## config.mk

```make
export PLATFORM = sky130hd
export DESIGN_NAME = set_assoc_cache_directory
export DESIGN_NICKNAME = d
export VERILOG_FILES = /design/src/scd_pkg.sv /design/src/scd_ctrl.sv /design/src/scd_datapath.sv /design/src/set_assoc_cache_directory.sv
export SDC_FILE = /design/constraint.sdc
export NUM_CORES = 1
export LEC_CHECK = 0
export BUFFER_PORTS_ARGS = -buffer_cell sky130_fd_sc_hd__buf_4
export CAP_MARGIN = 20
export CORE_UTILIZATION = 40
export CTS_CLUSTER_DIAMETER = 40
export CTS_CLUSTER_SIZE = 10
export DETAILED_ROUTE_END_ITERATION = 12
export PLACE_DENSITY = 0.63
export SYNTH_ARGS = -nofsm -noshare
export SYNTH_HDL_FRONTEND = slang
export SYNTH_SLANG_ARGS = --single-unit
```

## constraint.sdc

```tcl
create_clock -name aclk -period 5.25 [get_ports aclk]
set_clock_uncertainty 0.2 [all_clocks]
set_input_delay 1.3125 -clock aclk [delete_from_list [all_inputs] [get_ports aclk]]
set_output_delay 1.3125 -clock aclk [all_outputs]
set_load 0.01 [all_outputs]
```

## src/scd_pkg.sv

```systemverilog
// shared types and constants of the cache directory
package scd_pkg;

    // access codes
    localparam logic OP_READ  = 1'b0;
    localparam logic OP_WRITE = 1'b1;

    // fixed widths of the result fields
    localparam int WAY_W  = 2;
    localparam int VTAG_W = 9;

    // controller states
    typedef enum logic [2:0] {
        ST_CLEAR  = 3'b001,
        ST_IDLE   = 3'b010,
        ST_LOOKUP = 3'b100
    } state_t;

    // controller to datapath
    typedef struct packed {
        logic clear_wr;
        logic capture;
        logic commit;
    } cmd_t;

    // datapath to controller
    typedef struct packed {
        logic clear_last;
        logic out_full;
    } status_t;

endpackage

```

## src/scd_ctrl.sv

```systemverilog
// controller state machine of the cache directory
module scd_ctrl import scd_pkg::*; (
    input  logic    aclk,
    input  logic    aresetn,
    input  logic    s_valid,
    output logic    s_ready,
    input  status_t status,
    output cmd_t    cmd
);

    state_t state_reg, state_next;

    always_ff @(posedge aclk) begin
        if (!aresetn) begin
            state_reg <= ST_CLEAR;
        end else begin
            state_reg <= state_next;
        end
    end

    always_comb begin
        state_next   = state_reg;
        cmd.clear_wr = 1'b0;
        cmd.capture  = 1'b0;
        cmd.commit   = 1'b0;
        s_ready      = 1'b0;
        case (state_reg)
            ST_CLEAR: begin
                cmd.clear_wr = 1'b1;
                if (status.clear_last) begin
                    state_next = ST_IDLE;
                end
            end
            ST_IDLE: begin
                s_ready     = 1'b1;
                cmd.capture = s_valid;
                if (s_valid) begin
                    state_next = ST_LOOKUP;
                end
            end
            ST_LOOKUP: begin
                // wait until the result register can take the beat
                if (!status.out_full) begin
                    cmd.commit = 1'b1;
                    state_next = ST_IDLE;
                end
            end
            default: begin
                state_next = ST_CLEAR;
            end
        endcase
    end

endmodule

```

## src/scd_datapath.sv

```systemverilog
// directory memories, tag compare, victim choice and result register
module scd_datapath import scd_pkg::*; #(
    parameter int NUM_SETS    = 16,
    parameter int NUM_WAYS    = 4,
    parameter int OFFSET_BITS = 7,
    parameter int ADDR_BITS   = 20
) (
    input  logic                 aclk,
    input  logic                 aresetn,
    input  cmd_t                 cmd,
    output status_t              status,
    input  logic                 cfg_we,
    input  logic                 cfg_wdata,
    input  logic                 s_opcode,
    input  logic [ADDR_BITS-1:0] s_access_address,
    output logic                 m_valid,
    input  logic                 m_ready,
    output logic                 m_hit,
    output logic [WAY_W-1:0]     m_way,
    output logic                 m_writeback,
    output logic [VTAG_W-1:0]    m_victim_tag
);

    localparam int SET_BITS = $clog2(NUM_SETS);
    localparam int SET_IW   = (SET_BITS > 0) ? SET_BITS : 1;
    localparam int TAG_RAW  = ADDR_BITS - OFFSET_BITS - SET_BITS;
    localparam int TAG_W    = (TAG_RAW > 0) ? TAG_RAW : 1;
    localparam int WB       = $clog2(NUM_WAYS);
    localparam int META_W   = NUM_WAYS * (3 + WB);
    localparam int TROW_W   = NUM_WAYS * TAG_W;
    localparam logic [SET_IW-1:0] SET_MASK = SET_IW'((64'd1 << SET_BITS) - 64'd1);
    localparam logic [SET_IW:0]   SETS_C   = (SET_IW + 1)'(NUM_SETS);
    localparam logic [SET_IW-1:0] LAST_SET = SET_IW'(NUM_SETS - 1);
    localparam logic [WB-1:0]     TOP_RANK = WB'(NUM_WAYS - 1);

    // meta row layout: mru | ranks | dirty | valid
    localparam int V_LO = 0;
    localparam int D_LO = NUM_WAYS;
    localparam int R_LO = 2 * NUM_WAYS;
    localparam int M_LO = 2 * NUM_WAYS + NUM_WAYS * WB;

    logic [META_W-1:0] meta_mem [NUM_SETS];
    logic [TROW_W-1:0] tag_mem  [NUM_SETS];

    logic [META_W-1:0] meta_rd_reg;
    logic [TROW_W-1:0] tag_rd_reg;
    logic [SET_IW-1:0] set_reg;
    logic [TAG_W-1:0]  tag_reg;
    logic              write_reg;
    logic [SET_IW-1:0] clr_idx_reg;
    logic              mode_reg;

    logic              m_valid_reg, m_valid_next;
    logic              hit_reg;
    logic [WAY_W-1:0]  way_reg;
    logic              wb_reg;
    logic [VTAG_W-1:0] vtag_reg;

    // address split of the incoming beat
    logic [ADDR_BITS-1:0] addr_shift;
    logic [SET_IW-1:0]    set_raw;
    logic [SET_IW-1:0]    in_set;
    logic [TAG_W-1:0]     in_tag;

    always_comb begin
        addr_shift = s_access_address >> OFFSET_BITS;
        set_raw    = SET_IW'(addr_shift) & SET_MASK;
        // set field is below twice the set count: one compare and subtract
        if ({1'b0, set_raw} >= SETS_C) begin
            in_set = set_raw - SET_IW'(NUM_SETS);
        end else begin
            in_set = set_raw;
        end
        in_tag = TAG_W'(s_access_address >> (OFFSET_BITS + SET_BITS));
    end

    // unpacked row
    logic [NUM_WAYS-1:0] valid_row, dirty_row, mru_row;
    logic [WB-1:0]       rank_row [NUM_WAYS];
    logic [TAG_W-1:0]    tag_row  [NUM_WAYS];

    logic [NUM_WAYS-1:0] match, lru_win;
    logic                hit;
    logic                any_invalid;
    logic [WB-1:0]       hit_way, inv_way, clr_way, lru_way, victim, way_sel;
    logic                writeback;
    logic [VTAG_W-1:0]   vtag;

    logic [NUM_WAYS-1:0] valid_new, dirty_new, mru_tmp, mru_set, mru_new, sel_oh;
    logic [WB-1:0]       rank_new [NUM_WAYS];
    logic [WB-1:0]       sel_rank;
    logic [META_W-1:0]   meta_new;
    logic [TROW_W-1:0]   tag_new;

    always_comb begin
        valid_row = meta_rd_reg[V_LO +: NUM_WAYS];
        dirty_row = meta_rd_reg[D_LO +: NUM_WAYS];
        mru_row   = meta_rd_reg[M_LO +: NUM_WAYS];
        for (int i = 0; i < NUM_WAYS; i++) begin
            rank_row[i] = meta_rd_reg[R_LO + i*WB +: WB];
            tag_row[i]  = tag_rd_reg[i*TAG_W +: TAG_W];
            match[i]    = valid_row[i] && (tag_row[i] == tag_reg);
        end

        // lowest-numbered way with the smallest rank, by pairwise compares
        for (int i = 0; i < NUM_WAYS; i++) begin
            lru_win[i] = 1'b1;
            for (int j = 0; j < NUM_WAYS; j++) begin
                if (j < i && rank_row[i] >= rank_row[j]) begin
                    lru_win[i] = 1'b0;
                end
                if (j > i && rank_row[i] > rank_row[j]) begin
                    lru_win[i] = 1'b0;
                end
            end
        end

        hit         = |match;
        any_invalid = ~&valid_row;
        hit_way     = '0;
        inv_way     = '0;
        clr_way     = '0;
        lru_way     = '0;
        for (int i = NUM_WAYS - 1; i >= 0; i--) begin
            if (match[i]) begin
                hit_way = WB'(i);
            end
            if (!valid_row[i]) begin
                inv_way = WB'(i);
            end
            if (!mru_row[i]) begin
                clr_way = WB'(i);
            end
            if (lru_win[i]) begin
                lru_way = WB'(i);
            end
        end

        if (any_invalid) begin
            victim = inv_way;
        end else if (mode_reg) begin
            victim = clr_way;
        end else begin
            victim = lru_way;
        end
        way_sel = hit ? hit_way : victim;

        writeback = !hit && valid_row[way_sel] && dirty_row[way_sel];
        vtag      = writeback ? VTAG_W'(tag_row[way_sel]) : '0;

        valid_new = valid_row;
        dirty_new = dirty_row;
        mru_tmp   = mru_row;
        tag_new   = tag_rd_reg;
        if (hit) begin
            if (write_reg == OP_WRITE) begin
                dirty_new[way_sel] = 1'b1;
            end
        end else begin
            valid_new[way_sel]                = 1'b1;
            dirty_new[way_sel]                = (write_reg == OP_WRITE);
            mru_tmp[way_sel]                  = 1'b0;
            tag_new[way_sel*TAG_W +: TAG_W]   = tag_reg;
        end

        // recency update of the accessed way
        sel_oh   = '0;
        sel_oh[way_sel] = 1'b1;
        sel_rank = rank_row[way_sel];
        for (int i = 0; i < NUM_WAYS; i++) begin
            if (sel_oh[i]) begin
                rank_new[i] = TOP_RANK;
            end else if (rank_row[i] > sel_rank) begin
                rank_new[i] = rank_row[i] - WB'(1);
            end else begin
                rank_new[i] = rank_row[i];
            end
        end
        mru_set = mru_tmp | sel_oh;
        mru_new = (&mru_set) ? sel_oh : mru_set;

        meta_new = '0;
        meta_new[V_LO +: NUM_WAYS] = valid_new;
        meta_new[D_LO +: NUM_WAYS] = dirty_new;
        meta_new[M_LO +: NUM_WAYS] = mru_new;
        for (int i = 0; i < NUM_WAYS; i++) begin
            meta_new[R_LO + i*WB +: WB] = rank_new[i];
        end
    end

    // directory memories: one write port, one registered read port
    always_ff @(posedge aclk) begin
        if (cmd.clear_wr) begin
            meta_mem[clr_idx_reg] <= '0;
        end else if (cmd.commit) begin
            meta_mem[set_reg] <= meta_new;
        end
        if (cmd.capture) begin
            meta_rd_reg <= meta_mem[in_set];
        end
    end

    always_ff @(posedge aclk) begin
        if (cmd.commit && !hit) begin
            tag_mem[set_reg] <= tag_new;
        end
        if (cmd.capture) begin
            tag_rd_reg <= tag_mem[in_set];
        end
    end

    // beat fields held for the lookup cycle
    always_ff @(posedge aclk) begin
        if (cmd.capture) begin
            set_reg   <= in_set;
            tag_reg   <= in_tag;
            write_reg <= s_opcode;
        end
    end

    always_ff @(posedge aclk) begin
        if (!aresetn) begin
            clr_idx_reg <= '0;
            mode_reg    <= 1'b0;
            m_valid_reg <= 1'b0;
        end else begin
            if (cmd.clear_wr) begin
                clr_idx_reg <= clr_idx_reg + SET_IW'(1);
            end
            if (cfg_we) begin
                mode_reg <= cfg_wdata;
            end
            m_valid_reg <= m_valid_next;
        end
    end

    always_comb begin
        if (cmd.commit) begin
            m_valid_next = 1'b1;
        end else if (m_ready) begin
            m_valid_next = 1'b0;
        end else begin
            m_valid_next = m_valid_reg;
        end
    end

    always_ff @(posedge aclk) begin
        if (cmd.commit) begin
            hit_reg  <= hit;
            way_reg  <= WAY_W'(way_sel);
            wb_reg   <= writeback;
            vtag_reg <= vtag;
        end
    end

    assign status.clear_last = (clr_idx_reg == LAST_SET);
    assign status.out_full   = m_valid_reg && !m_ready;

    assign m_valid      = m_valid_reg;
    assign m_hit        = hit_reg;
    assign m_way        = way_reg;
    assign m_writeback  = wb_reg;
    assign m_victim_tag = vtag_reg;

endmodule

```

## src/set_assoc_cache_directory.sv

```systemverilog
// Tag and replacement directory of a set-associative write-back cache. Each
// input beat carries a read/write code and a byte address; each gives one
// result beat with hit, way, and the tag of a dirty victim to write back.
// An access first reads the set's tag and state rows into registers, then
// does tag compare, victim choice and the row write-back, waiting while the
// result register is full; it lets the next access be taken while a result
// waits. After reset the state memory is cleared one set per cycle, with
// s_ready low. replace_mode (cfg_wdata): 0 true LRU, 1 bit pseudo-LRU.
module set_assoc_cache_directory import scd_pkg::*; #(
    parameter int NUM_SETS    = 16,
    parameter int NUM_WAYS    = 4,
    parameter int OFFSET_BITS = 7,
    parameter int ADDR_BITS   = 20
) (
    input  logic                 aclk,
    input  logic                 aresetn,
    input  logic                 cfg_we,
    input  logic                 cfg_wdata,
    input  logic                 s_valid,
    output logic                 s_ready,
    input  logic                 s_opcode,
    input  logic [ADDR_BITS-1:0] s_access_address,
    output logic                 m_valid,
    input  logic                 m_ready,
    output logic                 m_hit,
    output logic [WAY_W-1:0]     m_way,
    output logic                 m_writeback,
    output logic [VTAG_W-1:0]    m_victim_tag
);

    cmd_t    cmd;
    status_t status;

    scd_ctrl u_ctrl (
        .aclk    (aclk),
        .aresetn (aresetn),
        .s_valid (s_valid),
        .s_ready (s_ready),
        .status  (status),
        .cmd     (cmd)
    );

    scd_datapath #(
        .NUM_SETS    (NUM_SETS),
        .NUM_WAYS    (NUM_WAYS),
        .OFFSET_BITS (OFFSET_BITS),
        .ADDR_BITS   (ADDR_BITS)
    ) u_datapath (
        .aclk             (aclk),
        .aresetn          (aresetn),
        .cmd              (cmd),
        .status           (status),
        .cfg_we           (cfg_we),
        .cfg_wdata        (cfg_wdata),
        .s_opcode         (s_opcode),
        .s_access_address (s_access_address),
        .m_valid          (m_valid),
        .m_ready          (m_ready),
        .m_hit            (m_hit),
        .m_way            (m_way),
        .m_writeback      (m_writeback),
        .m_victim_tag     (m_victim_tag)
    );

endmodule
```

==> flow_summary.rst, run 1 <==
.. list-table::
   :header-rows: 1

   * - Metric
     - Value
   * - Outcome
     - completed
   * - Floorplan core area
     - 96700 um2
   * - Max Fclk
     - 206 MHz
   * - Sinks on the clock net
     - 988
   * - Count of cell types in the netlist
     - 63
   * - Count of flip-flops with a built-in enable after synthesis
     - 979
   * - CP arrival
     - 5.00 ns
   * - Synthesized instance count
     - 1751
   * - Area growth from synthesis to layout
     - 15.5%
   * - Part of the Yosys area used for sequential elements
     - 75.7%
   * - Final Wtd Congestion
     - 0.814
   * - First-pass GRT wire length
     - 133000 um
   * - Final-report max-slew violation count
     - 0
   * - Number of setup buffers added after CTS
     - 0
   * - Library cell with the largest summed area after synthesis
     - sky130_fd_sc_hd__edfxtp_1
   * - Starting Density
     - 40.4%
   * - Min Tclk post-route
     - 4.87 ns
   * - Start-to-end type of the worst setup path
     - reg2reg
   * - Pwr Density
     - 367 nW/um2
   * - Cell breakdown of the critical path
     - clkinv_1 -> ha_1 -> nand2b_1 -> a211o_1 -> o31a_1 -> a211o_1 -> a31o_4 -> a211oi_1 -> a21oi_1 -> buf_4 -> ha_1 -> nor2_1 -> a21oi_1 -> o22a_1 -> o211a_1
   * - Fraction of registers with async set or reset after synthesis
     - 0%
   * - Number of buffers inserted by port buffering
     - 34
   * - Overflow left after global routing
     - 0
   * - Row count
     - 114
   * - Setup repair after global routing missed its margin
     - no
   * - Detailed-router iteration count before antenna repair
     - 6
   * - Total global-route track usage
     - 18.7%
   * - Final count of hold timing violations
     - 0
   * - Detailed-route vias per instance
     - 5.81
   * - Slowest stage cell, crit path
     - sky130_fd_sc_hd__edfxtp_1
   * - Kind of start point of the critical path
     - register
   * - Share of layout cells above drive strength 1
     - 30.5%
   * - Endpoints failing setup
     - 0
   * - Setup TNS Final
     - 0 ns
   * - Final worst-path cycle share
     - 92.7%
   * - Avg WL per Cell
     - 28.1 um
   * - Detailed placer's ending HPWL
     - 49900 um
   * - Slew HR
     - 27.6%
   * - Initial drt markers
     - 2080
   * - Total Power Consumption
     - 0.0166 W
   * - Die Footprint
     - 99000 um2
   * - Nets
     - 1959
   * - CTS H-tree depth
     - 3
   * - Share of Yosys cell area claimed by the top area cell type
     - 75.2%
   * - Critical Path End Type
     - register
   * - Seq cells post-synth
     - 988
   * - Worst min path class
     - reg2reg
   * - Number of buffers added by the clock tree synthesis step
     - 119
   * - Resize count post-CTS
     - 0
   * - Clock-pin transition on the worst setup and hold timing paths
     - 0.05 ns
   * - Leading register cell type out of synthesis
     - sky130_fd_sc_hd__edfxtp_1
   * - Maximum fanout count along the critical path
     - 16
   * - Maximum root-to-sink buffer count
     - 3
   * - Number of top-level design ports
     - 42
   * - Maximum capacitance violations
     - 0
   * - Vias post-DR
     - 18800
   * - Syn Std Cell Area
     - 39100 um2
   * - Transition time of the tightest slew-check pin
     - 1.09 ns
   * - Largest cells by area after synthesis
     - sky130_fd_sc_hd__edfxtp_1 (75%), sky130_fd_sc_hd__mux4_2 (17%), sky130_fd_sc_hd__xnor2_1 (0.85%)
   * - Crit-path leading delay family
     - compound AO/OA/AOI/OAI gates
   * - Required @ worst endpoint
     - 5.39 ns
   * - Flip-flop count of the largest register after layout
     - 576
   * - Yosys warning count
     - 0
   * - Via count of the first global-routing pass
     - 19700
   * - Count of hold buffers inserted by post-cts repair
     - 0
   * - Static leakage
     - 14.0 nW
   * - Die Y-Extent
     - 315 um
   * - Max stage delay on crit path
     - 0.44 ns
   * - Width of the die
     - 315 um
   * - Root Buffer
     - sky130_fd_sc_hd__clkbuf_16
   * - Pin count of the biggest net entering global routing
     - 97
   * - TritonCTS clock tree
     - done
   * - Count of placed standard cells including taps
     - 3062
   * - Routed Antenna Nets
     - 0
   * - Net count after synthesis
     - 1803
   * - DRT Wirelength
     - 91000 um
   * - Avg Synthesized Cell Area
     - 22.3 um2
   * - Drc violations
     - 0
   * - Largest vdd supply drop
     - 0.261 mV
   * - Antenna violations before repair
     - 3
   * - Buf/Inv on CP
     - 2
   * - Count of non-filler cells in the finished layout
     - 3237
   * - Clock latency on the worst-skew pair
     - 0.69 ns
[per-stage QoR]
stage	util (%)	instance area, um2	hold WS, ns	worst slack (ns)
6_report	46.7	45200	0.286	0.385
5_1_grt	46.7	45200	0.297	0.0670
4_1_cts	46.7	45200	0.284	0.409
3_5_place_dp	43.1	41600	0.275	0.440
3_3_place_gp	43.1	41600	0.238	0.517
2_1_floorplan	-	39100	0.227	0.0205
[layer usage]
| layer | part of all wire, % | vias up | GRT usage, % | routed length [um] |
|---|---|---|---|---|
| li1 | - | 7742 | - | - |
| met4 | 2.4 | 2 | 6.16 | 2180 |
| met1 | 42 | 10100 | 26.2 | 37800 |
| met2 | 48 | 828 | 29.3 | 43600 |
| met5 | 0.0099 | - | 0 | 9 |
| met3 | 8.2 | 133 | 3.72 | 7450 |
[worst register-to-register path, delay by kind of cell (launching register included)]
family                     cells  cell delay [ns]
AOI/OAI and AO/OA              9             2.34
adders and majority gates      2             0.61
buffers and inverters          2             0.42
DFF                            1             0.44
and+or+nand+nor                2             0.51
[placed cells by master, fill, tap and decap left out, drive strengths merged, types with 5 or more instances in the layout]
cell    instances
clkinv         22
buf           119
nand2          39
nand4          11
edfxtp        979
o21ai          12
inv            24
clkbuf        141
nand3           5
dfxtp           9
nor2           57
and2           14
nor3           15
mux4          289
a22o           36
bufinv          8
ha             25
nor2b           8
a31oi          10
nor4            6
a21oi          18
xnor2          38
o21a            8
nand2b          8
[cell families after synthesis]
family | share of synthesized area [%]
multiplexers | 16.7
buffers and inverters | 1.09
adder cells (fa/ha/maj) | 0.826
XOR/XNOR | 0.874
AND/OR/NAND/NOR | 2.29
AO/OA/AOI/OAI | 2.53
flip-flops | 75.7
[final timing paths]
path / slack (ns) / end / startpoint / cells after the start
worst max register to register: 0.38 / u_datapath.meta_mem[3][12]$_DFFE_PP_ / u_datapath.meta_rd_reg[14]$_DFFE_PP_ / 15
worst min-delay path: 0.29 / u_ctrl.state_reg[2]$_SDFFE_PN0P_ / u_ctrl.state_reg[0]$_SDFFE_PN1P_ / 1
worst max-delay path: 0.38 / u_datapath.meta_mem[3][12]$_DFFE_PP_ / u_datapath.meta_rd_reg[14]$_DFFE_PP_ / 15
worst min register to register: 0.29 / u_ctrl.state_reg[2]$_SDFFE_PN0P_ / u_ctrl.state_reg[0]$_SDFFE_PN1P_ / 1
[final cells by class]
cell class	instances	area (um2)
fillers	7858	51500
flip-flops and latches	988	29600
multi-input cells	657	9250
clock buffers	141	3090
well taps	1276	1600
repair buffers	119	1130
clock inverters	33	428
inverters	22	82.6
diodes	1	2.50
[cells in the mapped netlist (9+ instances only)]
library cell	number
sky130_fd_sc_hd__buf_1	21
sky130_fd_sc_hd__nand2_1	39
sky130_fd_sc_hd__xnor2_1	38
sky130_fd_sc_hd__inv_1	19
sky130_fd_sc_hd__nand4_1	11
sky130_fd_sc_hd__clkbuf_1	51
sky130_fd_sc_hd__a31oi_1	9
sky130_fd_sc_hd__nor2_1	57
sky130_fd_sc_hd__dfxtp_1	9
sky130_fd_sc_hd__and2_1	14
sky130_fd_sc_hd__buf_2	10
sky130_fd_sc_hd__a21oi_1	18
sky130_fd_sc_hd__edfxtp_1	979
sky130_fd_sc_hd__ha_1	25
sky130_fd_sc_hd__nor3_1	13
sky130_fd_sc_hd__mux4_2	289
sky130_fd_sc_hd__a22o_1	36
[power breakdown]
group          leakage (nW)  switching (W)  internal [W]
Clock                  1.71        0.00295       0.00450
Sequential             8.80      0.0000140       0.00862
Combinational          3.47       0.000247      0.000242
(Power assumes the default switching activity.)
==> run 2, diff against run 1 <==
--- a/config.mk
+++ b/config.mk
@@ -11,7 +11,7 @@
 export CTS_CLUSTER_DIAMETER = 40
 export CTS_CLUSTER_SIZE = 10
 export DETAILED_ROUTE_END_ITERATION = 12
-export PLACE_DENSITY = 0.63
+export PLACE_DENSITY = 0.61
 export SYNTH_ARGS = -nofsm -noshare
 export SYNTH_HDL_FRONTEND = slang
 export SYNTH_SLANG_ARGS = --single-unit
==> constraint.sdc (replaced) <==
create_clock -name aclk -period 5.2 [get_ports aclk]
set_clock_uncertainty 0.2 [all_clocks]
set_input_delay 1.3 -clock aclk [delete_from_list [all_inputs] [get_ports aclk]]
set_output_delay 1.3 -clock aclk [all_outputs]
set_load 0.01 [all_outputs]
==> run 2 against run 1 <==
  * Sequential power is 0.9% higher
  * Sequential cell count stayed put
  * Cell count is 0.90% higher
  * Routed wire length is 2.0% higher
  * Core utilization is 0.19 points higher
  * Die area stayed put
  * Critical path type unchanged
  * Largest cell class unchanged
==> flow_summary.rst, run 2 (synthesis gave the netlist of run 1 again) <==
.. list-table::
   :header-rows: 1

   * - Metric
     - Value
   * - Required @ worst endpoint
     - 5.41 ns (+0.02 ns)
   * - Maximum capacitance violations
     - 0 (unchanged)
   * - Overflow left after global routing
     - 0 (unchanged)
   * - Floorplan core area
     - 96700 um2 (unchanged)
   * - Width of the die
     - 315 um (unchanged)
   * - Cell breakdown of the critical path
     - inv_1 -> ha_1 -> nor2b_1 -> o21ai_1 -> o31a_1 -> a211o_1 -> a31o_4 -> inv_2 -> ha_1 -> nand2_1 -> nor3_2 -> a22o_1
   * - Final worst-path cycle share
     - 95.8% (+3.1 points)
   * - Resize count post-CTS
     - 0 (unchanged)
   * - Number of buffers added by the clock tree synthesis step
     - 120 (+0.84%)
   * - Initial drt markers
     - 1977 (-5.0%)
   * - Row count
     - 114 (unchanged)
   * - Number of buffers inserted by port buffering
     - 34 (unchanged)
   * - Worst min path class
     - reg2reg
   * - Largest vdd supply drop
     - 0.287 mV (+10%)
   * - Share of layout cells above drive strength 1
     - 31.4% (+0.91 points)
   * - Detailed-router iteration count before antenna repair
     - 7 (+1)
   * - Slowest stage cell, crit path
     - sky130_fd_sc_hd__nor3_2
   * - Setup slack of the worst register-to-register path
     - 0.22 ns (-0.16 ns)
   * - Flip-flop count of the largest register after layout
     - 576 (unchanged)
   * - Sinks on the clock net
     - 988 (unchanged)
   * - Setup TNS Final
     - 0 ns (unchanged)
   * - First-pass GRT wire length
     - 135000 um (+1.7%)
   * - Count of hold buffers inserted by post-cts repair
     - 0 (unchanged)
   * - DRT Wirelength
     - 92900 um (+2.0%)
   * - Number of setup buffers added after CTS
     - 0 (unchanged)
   * - Antenna violations before repair
     - 2 (-1)
   * - Via count of the first global-routing pass
     - 19600 (-0.74%)
   * - Most common library cell in the layout ignoring fill and taps
     - sky130_fd_sc_hd__edfxtp_1
   * - Avg WL per Cell
     - 28.4 um (+1.1%)
   * - Total global-route track usage
     - 19.0% (+0.28 points)
   * - Static leakage
     - 14.1 nW (+0.86%)
   * - Final count of hold timing violations
     - 0 (unchanged)
   * - Final-report max-slew violation count
     - 0 (unchanged)
   * - Root Buffer
     - sky130_fd_sc_hd__clkbuf_16
   * - Max Fclk
     - 201 MHz (-2.3%)
   * - CP arrival
     - 5.19 ns (+0.19 ns)
   * - Drc violations
     - 0 (unchanged)
   * - Clock latency on the worst-skew pair
     - 0.70 ns (about the same)
   * - CTS H-tree depth
     - 3 (unchanged)
   * - Critical Path End Type
     - register
   * - Max stage delay on crit path
     - 0.98 ns (+0.54 ns)
   * - Endpoints failing setup
     - 0 (unchanged)
   * - Outcome
     - completed
   * - Slew HR
     - 19.0% (-8.6 points)
   * - Top cell by count, worst path
     - sky130_fd_sc_hd__ha_1
   * - Die Y-Extent
     - 315 um (unchanged)
   * - Number of top-level design ports
     - 42 (unchanged)
   * - Routed Antenna Nets
     - 0 (unchanged)
   * - Detailed-route vias per instance
     - 5.80 (-0.15%)
   * - Pin count of the biggest net entering global routing
     - 80 (-18%)
   * - Detailed placer's ending HPWL
     - 52300 um (+5.0%)
   * - Setup repair after global routing missed its margin
     - no
   * - Min Tclk post-route
     - 4.98 ns (+0.114 ns)
   * - TritonCTS clock tree
     - done
   * - Clock-pin transition on the worst setup and hold timing paths
     - 0.05 ns (about the same)
   * - Kind of start point of the critical path
     - register
   * - Starting Density
     - 40.4% (unchanged)
   * - Vias post-DR
     - 19000 (+0.74%)
   * - Area growth from synthesis to layout
     - 16.0%
   * - Highest-count cells in the layout ignoring fill and taps
     - sky130_fd_sc_hd__edfxtp_1 (979), sky130_fd_sc_hd__mux4_2 (289), sky130_fd_sc_hd__buf_4 (122)
   * - Nets
     - 1984 (+1.3%)
   * - Transition time of the tightest slew-check pin
     - 1.21 ns (+0.123 ns)
   * - Die Footprint
     - 99000 um2 (unchanged)
   * - Pwr Density
     - 368 nW/um2 (+0.39%)
   * - Maximum fanout count along the critical path
     - 19 (+3)
   * - Start-to-end type of the worst setup path
     - reg2reg
   * - Final Wtd Congestion
     - 0.881 (+8.3%)
   * - Total Power Consumption
     - 0.0167 W (+0.79%)
   * - Maximum root-to-sink buffer count
     - 3 (unchanged)
-- run 2: changes by cell type in the layout (fill, tap and decap cells not counted), moves of 3 or more --
cell                        previous run  this run
sky130_fd_sc_hd__clkinv_1             13        10
sky130_fd_sc_hd__bufinv_16             8         4
sky130_fd_sc_hd__inv_6                 2         8
sky130_fd_sc_hd__clkbuf_1             20        25
sky130_fd_sc_hd__buf_4                99       122
-- run 2: cell type report --
type                            count  area [um2]
Fill cell                        7879       51400
Clock buffer                      147        3140
Inverter                           22        82.6
Multi-Input combinational cell    657        9260
Antenna cell                        1        2.50
Timing Repair Buffer              143        1330
Tap cell                         1276        1600
Sequential cell                   988       29600
Clock inverter                     32         364
-- run 2: per-layer routing --
layer  part of all wire [%]  global-route usage (%)
met1                     43                    27.5
met3                    6.7                    2.92
met2                     48                    29.7
met4                    2.2                    5.79
met5                  0.013                       0
-- run 2: stage by stage --
stage	instances	utilization [%]	worst slack, ns	instance area, um2	hold WS [ns]
2_1_floorplan	1751	-	0.0346	39100	0.227
5_1_grt	3265	46.9	0.0891	45300	0.288
6_report	3266	46.9	0.221	45300	0.277
4_1_cts	3263	46.9	0.251	45300	0.276
3_3_place_gp	3083	43.2	0.380	41800	0.243
3_5_place_dp	3084	43.2	0.273	41800	0.265
-- run 2: final timing paths --
path / start / to / depth (start not counted)
max reg2reg: u_datapath.meta_rd_reg[15]$_DFFE_PP_ / u_datapath.tag_mem[7][24]$_DFFE_PP_ / 12
max: u_datapath.meta_rd_reg[15]$_DFFE_PP_ / u_datapath.tag_mem[7][24]$_DFFE_PP_ / 12
min reg2reg: u_ctrl.state_reg[0]$_SDFFE_PN1P_ / u_ctrl.state_reg[2]$_SDFFE_PN0P_ / 1
min: u_ctrl.state_reg[0]$_SDFFE_PN1P_ / u_ctrl.state_reg[2]$_SDFFE_PN0P_ / 1
-- run 2: report_power, final --
group | internal, W | switching [W]
clock network | 0.00442 | 0.00307
registers | 0.00870 | 0.0000137
logic | 0.000247 | 0.000255
total | 0.0134 | 0.00334
-- run 2: critical path, delay by kind of cell (launching register included) --
| family | cells | cell delay, ns |
|---|---|---|
| AOI/OAI and AO/OA | 5 | 1.71 |
| and+or+nand+nor | 3 | 1.30 |
| adders and majority gates | 2 | 0.73 |
| DFF | 1 | 0.54 |
| buffers and inverters | 2 | 0.24 |
